### src/sv/itac_pkg.sv
// ----------------------------------------------------------------------------
// itac_pkg: shared types and constants of the infix to three-address unit
// Holds the character codes, the operator and class codes, the queue words
// passed between the front, the back and the result queue, and the precedence
// function used by the operator stack logic.
// ----------------------------------------------------------------------------
package itac_pkg;

  localparam int STACK_DEPTH = 32;
  localparam int QUEUE_DEPTH = 4;

  localparam logic [7:0] CH_LPAREN = 8'h28;
  localparam logic [7:0] CH_RPAREN = 8'h29;
  localparam logic [7:0] CH_PLUS   = 8'h2B;
  localparam logic [7:0] CH_MINUS  = 8'h2D;
  localparam logic [7:0] CH_TIMES  = 8'h2A;
  localparam logic [7:0] CH_DIVIDE = 8'h2F;

  // Operator codes as stored on the operator stack and sent on op_code.
  typedef enum logic [2:0] {
    OP_ADD   = 3'd0,
    OP_SUB   = 3'd1,
    OP_MUL   = 3'd2,
    OP_DIV   = 3'd3,
    OP_COPY  = 3'd4,
    OP_PAREN = 3'd5
  } op_e;

  // Class of one input character, decided by the front.
  typedef enum logic [2:0] {
    CLS_TARGET,
    CLS_OPERAND,
    CLS_LPAREN,
    CLS_RPAREN,
    CLS_OPER,
    CLS_OTHER
  } cls_e;

  // What the back is doing while it pops the operator stack.
  typedef enum logic [1:0] {
    MODE_RPAREN,
    MODE_OPER,
    MODE_FLUSH
  } mode_e;

  typedef enum logic [3:0] {
    S_IDLE,
    S_OP_RD,
    S_OP_CHK,
    S_L_RIGHT,
    S_L_LEFT,
    S_L_EMIT,
    S_FIN_RD,
    S_FIN_EMIT
  } bk_state_e;

  typedef struct packed {
    cls_e       cls;
    op_e        op;
    logic [7:0] symbol;
    logic       last;
  } item_t;

  typedef struct packed {
    logic       dest_is_temp;
    logic [7:0] dest_value;
    logic       left_is_temp;
    logic [7:0] left_value;
    logic [2:0] op_code;
    logic       right_is_temp;
    logic [7:0] right_value;
    logic       last_line;
    logic       error;
  } line_t;

  function automatic logic [1:0] prec(input op_e code);
    logic [1:0] p;
    case (code)
      OP_ADD, OP_SUB: p = 2'd1;
      OP_MUL, OP_DIV: p = 2'd2;
      default:        p = 2'd0;
    endcase
    return p;
  endfunction

endpackage

### src/sv/itac_fifo.sv
// ----------------------------------------------------------------------------
// itac_fifo: small synchronous queue
// A register-based first-in first-out queue with full and empty flags. The
// oldest word is presented on rdata_o while empty_o is low.
// ----------------------------------------------------------------------------
module itac_fifo #(
  parameter int WIDTH = 8,
  parameter int DEPTH = itac_pkg::QUEUE_DEPTH
) (
  input  logic             clk_i,
  input  logic             rst_ni,
  input  logic             wr_en_i,
  input  logic [WIDTH-1:0] wdata_i,
  output logic             full_o,
  input  logic             rd_en_i,
  output logic [WIDTH-1:0] rdata_o,
  output logic             empty_o
);

  localparam int AW = (DEPTH > 1) ? $clog2(DEPTH) : 1;
  localparam int CW = $clog2(DEPTH + 1);

  logic [WIDTH-1:0] mem_q [DEPTH];
  logic [AW-1:0]    wptr_q, wptr_d, rptr_q, rptr_d;
  logic [CW-1:0]    cnt_q, cnt_d;
  logic             do_wr, do_rd;

  assign full_o  = (cnt_q == CW'(DEPTH));
  assign empty_o = (cnt_q == '0);
  assign do_wr   = wr_en_i && !full_o;
  assign do_rd   = rd_en_i && !empty_o;
  assign rdata_o = mem_q[rptr_q];

  always_comb begin
    wptr_d = wptr_q;
    rptr_d = rptr_q;
    cnt_d  = cnt_q;
    if (do_wr) begin
      wptr_d = (wptr_q == AW'(DEPTH - 1)) ? '0 : wptr_q + AW'(1);
    end
    if (do_rd) begin
      rptr_d = (rptr_q == AW'(DEPTH - 1)) ? '0 : rptr_q + AW'(1);
    end
    if (do_wr && !do_rd) begin
      cnt_d = cnt_q + CW'(1);
    end else if (do_rd && !do_wr) begin
      cnt_d = cnt_q - CW'(1);
    end
  end

  always_ff @(posedge clk_i or negedge rst_ni) begin
    if (!rst_ni) begin
      wptr_q <= '0;
      rptr_q <= '0;
      cnt_q  <= '0;
    end else begin
      wptr_q <= wptr_d;
      rptr_q <= rptr_d;
      cnt_q  <= cnt_d;
    end
  end

  always_ff @(posedge clk_i) begin
    if (do_wr) begin
      mem_q[wptr_q] <= wdata_i;
    end
  end

endmodule

### src/sv/itac_front.sv
// ----------------------------------------------------------------------------
// itac_front: character intake and classification
// Accepts characters, marks the first one of each expression as the target,
// sorts the rest into operands, parentheses, operators and ignored
// characters, and queues the result for the back.
// ----------------------------------------------------------------------------
module itac_front #(
  parameter int QUEUE_DEPTH = itac_pkg::QUEUE_DEPTH
) (
  input  logic                clk_i,
  input  logic                rst_ni,
  input  logic                push_i,
  input  logic [7:0]          symbol_i,
  input  logic                last_symbol_i,
  output logic                full_o,
  input  logic                pop_i,
  output itac_pkg::item_t     item_o,
  output logic                empty_o
);

  logic            seen_q, seen_d;
  logic            accept;
  itac_pkg::item_t item_w;

  assign accept = push_i && !full_o;

  always_comb begin
    item_w        = '0;
    item_w.symbol = symbol_i;
    item_w.last   = last_symbol_i;
    item_w.op     = itac_pkg::OP_COPY;
    item_w.cls    = itac_pkg::CLS_OTHER;
    if (!seen_q) begin
      item_w.cls = itac_pkg::CLS_TARGET;
    end else begin
      case (symbol_i)
        itac_pkg::CH_LPAREN: item_w.cls = itac_pkg::CLS_LPAREN;
        itac_pkg::CH_RPAREN: item_w.cls = itac_pkg::CLS_RPAREN;
        itac_pkg::CH_PLUS: begin
          item_w.cls = itac_pkg::CLS_OPER;
          item_w.op  = itac_pkg::OP_ADD;
        end
        itac_pkg::CH_MINUS: begin
          item_w.cls = itac_pkg::CLS_OPER;
          item_w.op  = itac_pkg::OP_SUB;
        end
        itac_pkg::CH_TIMES: begin
          item_w.cls = itac_pkg::CLS_OPER;
          item_w.op  = itac_pkg::OP_MUL;
        end
        itac_pkg::CH_DIVIDE: begin
          item_w.cls = itac_pkg::CLS_OPER;
          item_w.op  = itac_pkg::OP_DIV;
        end
        default: begin
          if (symbol_i inside {[8'h30:8'h39], [8'h41:8'h5A], [8'h61:8'h7A]}) begin
            item_w.cls = itac_pkg::CLS_OPERAND;
          end
        end
      endcase
    end
  end

  // The next expression starts after a character flagged as last.
  always_comb begin
    seen_d = seen_q;
    if (accept) begin
      seen_d = !last_symbol_i;
    end
  end

  always_ff @(posedge clk_i or negedge rst_ni) begin
    if (!rst_ni) begin
      seen_q <= 1'b0;
    end else begin
      seen_q <= seen_d;
    end
  end

  itac_fifo #(
    .WIDTH ($bits(itac_pkg::item_t)),
    .DEPTH (QUEUE_DEPTH)
  ) u_queue (
    .clk_i   (clk_i),
    .rst_ni  (rst_ni),
    .wr_en_i (accept),
    .wdata_i (item_w),
    .full_o  (full_o),
    .rd_en_i (pop_i),
    .rdata_o (item_o),
    .empty_o (empty_o)
  );

endmodule

### src/sv/itac_back.sv
// ----------------------------------------------------------------------------
// itac_back: shunting-yard sequencer with operator and operand stacks
// Takes classified characters from the front queue, keeps both stacks in
// single-port memories with registered reads, and lowers each popped
// operator into one three-address line.
// ----------------------------------------------------------------------------
module itac_back #(
  parameter int STACK_DEPTH = itac_pkg::STACK_DEPTH
) (
  input  logic              clk_i,
  input  logic              rst_ni,
  input  itac_pkg::item_t   item_i,
  input  logic              item_empty_i,
  output logic              item_pop_o,
  output itac_pkg::line_t   line_o,
  output logic              line_valid_o,
  input  logic              line_full_i
);

  localparam int AW = $clog2(STACK_DEPTH);
  localparam int CW = $clog2(STACK_DEPTH + 1);

  itac_pkg::bk_state_e state_q, state_d;
  itac_pkg::mode_e     mode_q, mode_d;
  itac_pkg::item_t     cur_q, cur_d;
  itac_pkg::op_e       lop_q, lop_d;
  logic [CW-1:0]       opr_cnt_q, opr_cnt_d, opd_cnt_q, opd_cnt_d;
  logic [7:0]          temp_q, temp_d, target_q, target_d;
  logic                err_q, err_d, hit_q, hit_d;
  logic [8:0]          right_q, right_d;

  itac_pkg::op_e       opr_mem [STACK_DEPTH];
  logic [8:0]          opd_mem [STACK_DEPTH];
  itac_pkg::op_e       opr_rd_q;
  logic [8:0]          opd_rd_q;

  logic                opr_we, opr_re, opd_we, opd_re;
  logic [AW-1:0]       opr_waddr, opr_raddr, opd_waddr, opd_raddr;
  itac_pkg::op_e       opr_wdata;
  logic [8:0]          opd_wdata;

  logic                opr_full, opd_full, opr_none, opd_none;
  logic [CW-1:0]       opr_dec, opd_dec;
  logic                top_ge, temp_ovf;
  logic [7:0]          temp_nxt;
  logic [8:0]          popped;
  itac_pkg::bk_state_e end_char;

  assign opr_full = (opr_cnt_q == CW'(STACK_DEPTH));
  assign opd_full = (opd_cnt_q == CW'(STACK_DEPTH));
  assign opr_none = (opr_cnt_q == '0);
  assign opd_none = (opd_cnt_q == '0);
  assign opr_dec  = opr_cnt_q - CW'(1);
  assign opd_dec  = opd_cnt_q - CW'(1);
  assign top_ge   = (itac_pkg::prec(opr_rd_q) >= itac_pkg::prec(cur_q.op));
  assign temp_ovf = (temp_q == 8'hFF);
  assign temp_nxt = temp_ovf ? temp_q : temp_q + 8'd1;
  assign popped   = hit_q ? opd_rd_q : 9'd0;
  assign end_char = cur_q.last ? itac_pkg::S_OP_RD : itac_pkg::S_IDLE;

  // Next state.
  always_comb begin
    state_d = state_q;
    case (state_q)
      itac_pkg::S_IDLE: begin
        if (!item_empty_i) begin
          if (item_i.cls == itac_pkg::CLS_RPAREN || item_i.cls == itac_pkg::CLS_OPER) begin
            state_d = itac_pkg::S_OP_RD;
          end else begin
            state_d = item_i.last ? itac_pkg::S_OP_RD : itac_pkg::S_IDLE;
          end
        end
      end
      itac_pkg::S_OP_RD: begin
        if (!opr_none) begin
          state_d = itac_pkg::S_OP_CHK;
        end else if (mode_q == itac_pkg::MODE_FLUSH) begin
          state_d = itac_pkg::S_FIN_RD;
        end else begin
          state_d = end_char;
        end
      end
      itac_pkg::S_OP_CHK: begin
        case (mode_q)
          itac_pkg::MODE_RPAREN:
            state_d = (opr_rd_q == itac_pkg::OP_PAREN) ? end_char : itac_pkg::S_L_RIGHT;
          itac_pkg::MODE_OPER:
            state_d = top_ge ? itac_pkg::S_L_RIGHT : end_char;
          default:
            state_d = (opr_rd_q == itac_pkg::OP_PAREN) ? itac_pkg::S_OP_RD
                                                        : itac_pkg::S_L_RIGHT;
        endcase
      end
      itac_pkg::S_L_RIGHT:  state_d = itac_pkg::S_L_LEFT;
      itac_pkg::S_L_LEFT:   state_d = itac_pkg::S_L_EMIT;
      itac_pkg::S_L_EMIT: begin
        if (!line_full_i) begin
          state_d = itac_pkg::S_OP_RD;
        end
      end
      itac_pkg::S_FIN_RD:   state_d = itac_pkg::S_FIN_EMIT;
      itac_pkg::S_FIN_EMIT: begin
        if (!line_full_i) begin
          state_d = itac_pkg::S_IDLE;
        end
      end
      default:              state_d = itac_pkg::S_IDLE;
    endcase
  end

  // Datapath, stack accesses and emitted lines.
  always_comb begin
    mode_d       = mode_q;
    cur_d        = cur_q;
    lop_d        = lop_q;
    opr_cnt_d    = opr_cnt_q;
    opd_cnt_d    = opd_cnt_q;
    temp_d       = temp_q;
    target_d     = target_q;
    err_d        = err_q;
    hit_d        = hit_q;
    right_d      = right_q;
    item_pop_o   = 1'b0;
    line_valid_o = 1'b0;
    line_o       = '0;
    opr_we       = 1'b0;
    opr_waddr    = opr_cnt_q[AW-1:0];
    opr_wdata    = cur_q.op;
    opr_re       = 1'b0;
    opr_raddr    = opr_dec[AW-1:0];
    opd_we       = 1'b0;
    opd_waddr    = opd_cnt_q[AW-1:0];
    opd_wdata    = {1'b0, item_i.symbol};
    opd_re       = 1'b0;
    opd_raddr    = opd_dec[AW-1:0];

    case (state_q)
      itac_pkg::S_IDLE: begin
        if (!item_empty_i) begin
          item_pop_o = 1'b1;
          cur_d      = item_i;
          mode_d     = itac_pkg::MODE_FLUSH;
          case (item_i.cls)
            itac_pkg::CLS_TARGET: target_d = item_i.symbol;
            itac_pkg::CLS_OPERAND: begin
              if (opd_full) begin
                err_d = 1'b1;
              end else begin
                opd_we    = 1'b1;
                opd_cnt_d = opd_cnt_q + CW'(1);
              end
            end
            itac_pkg::CLS_LPAREN: begin
              opr_wdata = itac_pkg::OP_PAREN;
              if (opr_full) begin
                err_d = 1'b1;
              end else begin
                opr_we    = 1'b1;
                opr_cnt_d = opr_cnt_q + CW'(1);
              end
            end
            itac_pkg::CLS_RPAREN: mode_d = itac_pkg::MODE_RPAREN;
            itac_pkg::CLS_OPER:   mode_d = itac_pkg::MODE_OPER;
            default: ;
          endcase
        end
      end
      itac_pkg::S_OP_RD: begin
        if (!opr_none) begin
          opr_re = 1'b1;
        end else begin
          case (mode_q)
            itac_pkg::MODE_RPAREN: err_d = 1'b1;
            itac_pkg::MODE_OPER: begin
              opr_we    = 1'b1;
              opr_cnt_d = opr_cnt_q + CW'(1);
            end
            default: ;
          endcase
          mode_d = itac_pkg::MODE_FLUSH;
        end
      end
      itac_pkg::S_OP_CHK: begin
        lop_d = opr_rd_q;
        if (mode_q == itac_pkg::MODE_OPER && !top_ge) begin
          // The new operator binds tighter: it goes on the stack.
          if (opr_full) begin
            err_d = 1'b1;
          end else begin
            opr_we    = 1'b1;
            opr_cnt_d = opr_cnt_q + CW'(1);
          end
          mode_d = itac_pkg::MODE_FLUSH;
        end else begin
          opr_cnt_d = opr_dec;
          if (opr_rd_q == itac_pkg::OP_PAREN) begin
            if (mode_q == itac_pkg::MODE_FLUSH) begin
              err_d = 1'b1;
            end else begin
              mode_d = itac_pkg::MODE_FLUSH;
            end
          end
        end
      end
      itac_pkg::S_L_RIGHT: begin
        if (opd_none) begin
          err_d = 1'b1;
          hit_d = 1'b0;
        end else begin
          opd_re    = 1'b1;
          opd_cnt_d = opd_dec;
          hit_d     = 1'b1;
        end
      end
      itac_pkg::S_L_LEFT: begin
        right_d = popped;
        if (opd_none) begin
          err_d = 1'b1;
          hit_d = 1'b0;
        end else begin
          opd_re    = 1'b1;
          opd_cnt_d = opd_dec;
          hit_d     = 1'b1;
        end
      end
      itac_pkg::S_L_EMIT: begin
        if (!line_full_i) begin
          line_valid_o         = 1'b1;
          line_o.dest_is_temp  = 1'b1;
          line_o.dest_value    = temp_nxt;
          line_o.left_is_temp  = popped[8];
          line_o.left_value    = popped[7:0];
          line_o.op_code       = lop_q;
          line_o.right_is_temp = right_q[8];
          line_o.right_value   = right_q[7:0];
          line_o.last_line     = 1'b0;
          line_o.error         = err_q | temp_ovf;
          temp_d               = temp_nxt;
          opd_wdata            = {1'b1, temp_nxt};
          if (opd_full) begin
            err_d = 1'b1;
          end else begin
            err_d     = err_q | temp_ovf;
            opd_we    = 1'b1;
            opd_cnt_d = opd_cnt_q + CW'(1);
          end
        end
      end
      itac_pkg::S_FIN_RD: begin
        if (opd_none) begin
          err_d = 1'b1;
          hit_d = 1'b0;
        end else begin
          opd_re = 1'b1;
          hit_d  = 1'b1;
        end
      end
      itac_pkg::S_FIN_EMIT: begin
        if (!line_full_i) begin
          line_valid_o        = 1'b1;
          line_o.dest_is_temp = 1'b0;
          line_o.dest_value   = target_q;
          line_o.left_is_temp = popped[8];
          line_o.left_value   = popped[7:0];
          line_o.op_code      = itac_pkg::OP_COPY;
          line_o.last_line    = 1'b1;
          line_o.error        = err_q;
          opr_cnt_d           = '0;
          opd_cnt_d           = '0;
          temp_d              = '0;
          err_d               = 1'b0;
        end
      end
      default: ;
    endcase
  end

  always_ff @(posedge clk_i or negedge rst_ni) begin
    if (!rst_ni) begin
      state_q   <= itac_pkg::S_IDLE;
      mode_q    <= itac_pkg::MODE_FLUSH;
      opr_cnt_q <= '0;
      opd_cnt_q <= '0;
      temp_q    <= '0;
      target_q  <= '0;
      err_q     <= 1'b0;
      hit_q     <= 1'b0;
    end else begin
      state_q   <= state_d;
      mode_q    <= mode_d;
      opr_cnt_q <= opr_cnt_d;
      opd_cnt_q <= opd_cnt_d;
      temp_q    <= temp_d;
      target_q  <= target_d;
      err_q     <= err_d;
      hit_q     <= hit_d;
    end
  end

  always_ff @(posedge clk_i) begin
    cur_q   <= cur_d;
    lop_q   <= lop_d;
    right_q <= right_d;
  end

  always_ff @(posedge clk_i) begin
    if (opr_we) begin
      opr_mem[opr_waddr] <= opr_wdata;
    end
    if (opr_re) begin
      opr_rd_q <= opr_mem[opr_raddr];
    end
  end

  always_ff @(posedge clk_i) begin
    if (opd_we) begin
      opd_mem[opd_waddr] <= opd_wdata;
    end
    if (opd_re) begin
      opd_rd_q <= opd_mem[opd_raddr];
    end
  end

endmodule

### src/sv/infix_to_three_address_code_unit.sv
// ----------------------------------------------------------------------------
// infix_to_three_address_code_unit: infix assignment to three-address lines
// Reads an assignment such as a=b*(c-d) one character per word and writes
// the equivalent three-address lines, one line per result word.
// ----------------------------------------------------------------------------
// Usage. The input side is a queue: a character is taken on a rising edge
// with push high and full low; last_symbol_i marks the end of an expression,
// and the first character of each expression names the target. The result
// side is a queue too: the oldest line stands on the result ports while
// empty is low and leaves on an edge with pop high and empty low.
// Timing. A character queue sits in front of the sequencer, so the writer
// is held off only when that queue fills. The sequencer handles an operand,
// a parenthesis push, the target or an ignored character in its idle step.
// An operator or a closing parenthesis passes that step too, then a read and
// a check step per entry examined on the operator stack (the read alone when
// the stack is empty) plus a right, a left and an emit step per emitted
// line, because every stack read goes through a registered memory port. The
// end of an expression adds the flush of the remaining operators the same
// way, a read step to find the stack empty, then a read and an emit step
// for the final copy line. Lines reach the ports through the result queue.
// Reset empties both queues and both stacks. A full result queue holds the
// sequencer in its emit step until the reader pops; nothing is lost.
// ----------------------------------------------------------------------------
module infix_to_three_address_code_unit #(
  parameter int STACK_DEPTH = itac_pkg::STACK_DEPTH,
  parameter int QUEUE_DEPTH = itac_pkg::QUEUE_DEPTH
) (
  input  logic       clk_i,
  input  logic       rst_ni,
  input  logic       push,
  output logic       full,
  input  logic [7:0] symbol_i,
  input  logic       last_symbol_i,
  output logic       empty,
  input  logic       pop,
  output logic       dest_is_temp_o,
  output logic [7:0] dest_value_o,
  output logic       left_is_temp_o,
  output logic [7:0] left_value_o,
  output logic [2:0] op_code_o,
  output logic       right_is_temp_o,
  output logic [7:0] right_value_o,
  output logic       last_line_o,
  output logic       error_o
);

  itac_pkg::item_t item;
  logic            item_empty, item_pop;
  itac_pkg::line_t line, out_line;
  logic            line_valid, line_full;

  // Front: classifies characters and buffers them for the sequencer.
  itac_front #(
    .QUEUE_DEPTH (QUEUE_DEPTH)
  ) u_front (
    .clk_i         (clk_i),
    .rst_ni        (rst_ni),
    .push_i        (push),
    .symbol_i      (symbol_i),
    .last_symbol_i (last_symbol_i),
    .full_o        (full),
    .pop_i         (item_pop),
    .item_o        (item),
    .empty_o       (item_empty)
  );

  // Back: runs the shunting-yard steps and lowers operators into lines.
  itac_back #(
    .STACK_DEPTH (STACK_DEPTH)
  ) u_back (
    .clk_i        (clk_i),
    .rst_ni       (rst_ni),
    .item_i       (item),
    .item_empty_i (item_empty),
    .item_pop_o   (item_pop),
    .line_o       (line),
    .line_valid_o (line_valid),
    .line_full_i  (line_full)
  );

  // Result queue: decouples the sequencer from a slow reader.
  itac_fifo #(
    .WIDTH ($bits(itac_pkg::line_t)),
    .DEPTH (QUEUE_DEPTH)
  ) u_result_queue (
    .clk_i   (clk_i),
    .rst_ni  (rst_ni),
    .wr_en_i (line_valid),
    .wdata_i (line),
    .full_o  (line_full),
    .rd_en_i (pop),
    .rdata_o (out_line),
    .empty_o (empty)
  );

  assign dest_is_temp_o  = out_line.dest_is_temp;
  assign dest_value_o    = out_line.dest_value;
  assign left_is_temp_o  = out_line.left_is_temp;
  assign left_value_o    = out_line.left_value;
  assign op_code_o       = out_line.op_code;
  assign right_is_temp_o = out_line.right_is_temp;
  assign right_value_o   = out_line.right_value;
  assign last_line_o     = out_line.last_line;
  assign error_o         = out_line.error;

endmodule

### config.mk
export PLATFORM = sky130hd
export DESIGN_NAME = infix_to_three_address_code_unit
export DESIGN_NICKNAME = d
export VERILOG_FILES = /design/src/sv/itac_pkg.sv /design/src/sv/itac_fifo.sv /design/src/sv/itac_front.sv /design/src/sv/itac_back.sv /design/src/sv/infix_to_three_address_code_unit.sv
export SDC_FILE = /design/constraint.sdc
export NUM_CORES = 1
export LEC_CHECK = 0
export CAP_MARGIN = 0
export CELL_PAD_IN_SITES_DETAIL_PLACEMENT = 2
export CELL_PAD_IN_SITES_GLOBAL_PLACEMENT = 2
export CORE_ASPECT_RATIO = 0.9
export CORE_UTILIZATION = 44
export CTS_CLUSTER_SIZE = 20
export DETAILED_ROUTE_END_ITERATION = 12
export DONT_BUFFER_PORTS = 1
export GPL_ROUTABILITY_DRIVEN = 0
export GPL_TIMING_DRIVEN = 0
export PLACE_DENSITY_LB_ADDON = 0.3
export SLEW_MARGIN = 20
export SYNTH_ARGS = -nofsm -noshare
export SYNTH_HDL_FRONTEND = slang
export SYNTH_SLANG_ARGS = --single-unit
### constraint.sdc
create_clock -name clk_i -period 5 [get_ports clk_i]
set_input_delay 1.5 -clock clk_i [delete_from_list [all_inputs] [get_ports clk_i]]
set_output_delay 1.5 -clock clk_i [all_outputs]
set_load 0.02 [all_outputs]
==> results.toml <==
[floorplanning]
die_x_um = 261.4
fp.coreArea_sq_um = 59880
rows = 85
num_io_pins = 47
dieHeight_um = 235.5
die_area_sq_um = 61550
initial_core_util = 0.4450

[synth]
synth_top_cell_area_share = 0.6762
synth_area_sq_um = 26650
yosysWarnings = 0
synth-async-reset-ratio = 0.07692
yosys_register_bits = 650
synth_cells = 1410
syn_area_per_cell_sq_um = 18.90
yosysTopAreaCell = "edfxtp_1"
syn-num-nets = 1449
ys_types = 72
ys.flop_type = "edfxtp_1"
synth_edf_count = 600
synth_seq_area_share = 0.7232
synth.area.top_cells = "edfxtp_1 (68%), mux4_2 (14%), dfrtp_1 (4.6%)"

[clock_network]
cts-root-buf = "clkbuf_16"
cts_tree = "yes"
clk_pin_slew_worst_paths_ns = 0.07
cts_buffers = 70
clock-sinks = 650
clock_latency_ns = 0.62
post-cts-setup-buffer-count = 0
cts_max_level = 3
cts_buffer_depth = 3
cts_hold_buf = 0

[drt]
drt_wl_total_mm = 72.53
wl_per_cell_um = 31.21
drc = 0
antenna_left = 0
dr_total_vias = 13794
via_per_inst = 5.935
drt-initial-drc-count = 1222
first_pass_iters = 5

[global_routing]
grt.met2_usage = 0.4019
grt_use_met3 = 0.04576
grt_use_met1 = 0.3282
grt_pass1_vias = 15355
grt-ovfl-total = 0
busiest_layer = "met2"
grt_pass1_wl_mm = 107.2
grt_antenna_before_repair = 2
grt_start_max_net_pins = 51
track_usage = 0.2427

[worst_setup_path]
path_buf_inv = 4
max_stage_delay_ns = 0.74
critPathTopFamily = "buffers and inverters"
crit_type = "reg2reg"
crit_path_end_kind = "flop"
critical_path.max_fanout = 14
critical-path-slowest-cell = "clkdlybuf4s15_1"
start_kind = "flop"
crit_arrival_ns = 4.70
path_cells = "buf_2, inv_1, ha_1, clkbuf_1, clkdlybuf4s15_1, mux4_2, mux4_1, mux2_2"
required_ns = 5.36
reg2reg_slack_ns = 0.66

[sta]
post-route-period-util = 0.8682
slew_headroom = 0.2305
worst_pin_slew_ns = 1.154
whs_ns = 0.4874
hold_viol = 0
fin_setup_tns_ns = 0
rsz0062_at_grt = "no"
finalSetupViolations = 0
slew_viol_final = 0
timing.fmax_mhz = 230.4
layout_min_cycle_time_ns = 4.341
clock_skew_ns = 0.02781

[layout]
multi_input_area_sq_um = 7025
num-fill-cells = 5203
seq_area_sq_um = 19270
layout_commonest_cell = "edfxtp_1"
syn_to_final_growth_pct = 12.62
finalNetCount = 1526
drive_gt1_frac = 0.2266
final_cell_mix = "edfxtp_1 (600), mux4_2 (163), nor2_1 (112), clkbuf_16 (73), clkbuf_1 (55)"
fin_cells = 2324

[power_and_ir_drop]
vdd_drop_max_uv = 418.1
power_density_nw_per_um2 = 699.2
switchingPower_mw = 7.563
power.leakage_nw = 9.775
netSwitchingFraction = 0.3604
p_seq_frac = 0.373
pwr-share-clk = 0.242
combPwrFrac = 0.385
internal-power_mw = 13.42

[min_path]
hp-class = "reg2reg"

[placed_design]
io_buffers = 0
post-place-cells = 2199
dpl.hpwl_mm = 48.78

[run]
cap_violations = 0

[run_status]
outcome = "finished clean"
-- what timing repair did --
item / 4_1_cts / 5_1_grt
setup endpoints to repair: 0 / 5
endpoints found under the hold margin: 0 / 0
resized for setup: 0 / 2
-- synth_stat cells (all sizes together), types with 4 or more instances --
cell type  number
a21o           23
nand2          52
ha             24
o211ai          4
clkbuf         42
a2111oi         4
o21ai          31
xnor2          12
and3            6
inv            27
mux4          167
a31oi           9
nor3b           7
and2           40
or3             7
nor2b           7
o22ai           5
o21a            4
xor2            6
nand2b         14
nor2          115
nor3           14
dfrtp          49
nand3b          5
buf            22
a21oi          24
nand3          21
mux2           28
edfxtp        600
-- cell families after synthesis --
family                     share of synthesized area
AOI/OAI and AO/OA                            0.03320
xor gates and xnor gates                    0.005916
adders and majority gates                    0.01277
buffers and inverters                        0.01479
DFF                                           0.7232
muxes                                         0.1544
and+or+nand+nor                              0.05574
-- routing by layer --
metal,part of all wire,up-vias
li1,-,5812
met3,0.053,96
met5,0,-
met4,0.023,0
met1,0.42,7483
met2,0.50,403
-- metrics by stage --
step	instance area (sq um)	setup WS [ns]	total power, mW	utilization
6_report	30010	0.6590	20.98	0.5012
3_5_place_dp	27780	0.1283	15.93	0.4639
5_1_grt	30010	0.4471	21.82	0.5012
4_1_cts	29990	0.09974	21.13	0.5009
2_1_floorplan	26650	1.550	12.97	-
3_3_place_gp	27630	0.2854	15.35	0.4614
-- worst paths after layout --
check	from	endpoint	cells past startpoint
max in group asynchronous	rst_ni	u_back.mode_q[1]$_DFFE_PN1P_	0
min in group asynchronous	rst_ni	u_back.state_q[0]$_DFFE_PN0P_	0
worst min-delay path	u_front.u_queue.cnt_q[2]$_DFFE_PN0P_	u_front.u_queue.cnt_q[2]$_DFFE_PN0P_	1
worst min register to register	u_front.u_queue.cnt_q[2]$_DFFE_PN0P_	u_front.u_queue.cnt_q[2]$_DFFE_PN0P_	1
worst max register to register	u_back.opd_cnt_q[0]$_DFFE_PN0P_	u_back.opd_rd_q[1]$_DFFE_PP_	8
worst max-delay path	u_back.opd_cnt_q[0]$_DFFE_PN0P_	u_back.opd_rd_q[1]$_DFFE_PP_	8
-- flip-flops by register name (all words and copies together) (netlist names), 4 cells and up --
register               flops
u_back.target_q            8
u_back.opd_cnt_q           6
u_back.opr_cnt_q           6
u_back.opr_mem            96
u_back.opd_mem           288
u_result_queue.mem_q     128
u_back.opd_rd_q            9
u_back.right_q             9
u_back.cur_q               4
u_back.temp_q              8
u_front.u_queue.mem_q     60
-- power by group through the flow --
stage | combinational, mW | sequential (mW) | clock, mW
after floorplan | 5.22 | 7.75 | 0
after global placement | 7.48 | 7.87 | 0
after detailed placement | 7.99 | 7.94 | 0
after CTS | 8.12 | 7.84 | 5.18
after global routing | 8.59 | 7.88 | 5.36
final | 8.08 | 7.82 | 5.08
-- area by class of cell --
cell class / instances / area share
Sequential cell: 650 / 0.6421
Multi-Input combinational cell: 668 / 0.2341
Clock buffer: 94 / 0.06483
Tap cell: 783 / 0.03265
Buffer: 63 / 0.009798
Clock inverter: 31 / 0.008839
Timing Repair Buffer: 6 / 0.004086
Inverter: 28 / 0.003502
Antenna cell: 1 / 0.00008339
(Power assumes the default switching activity.)
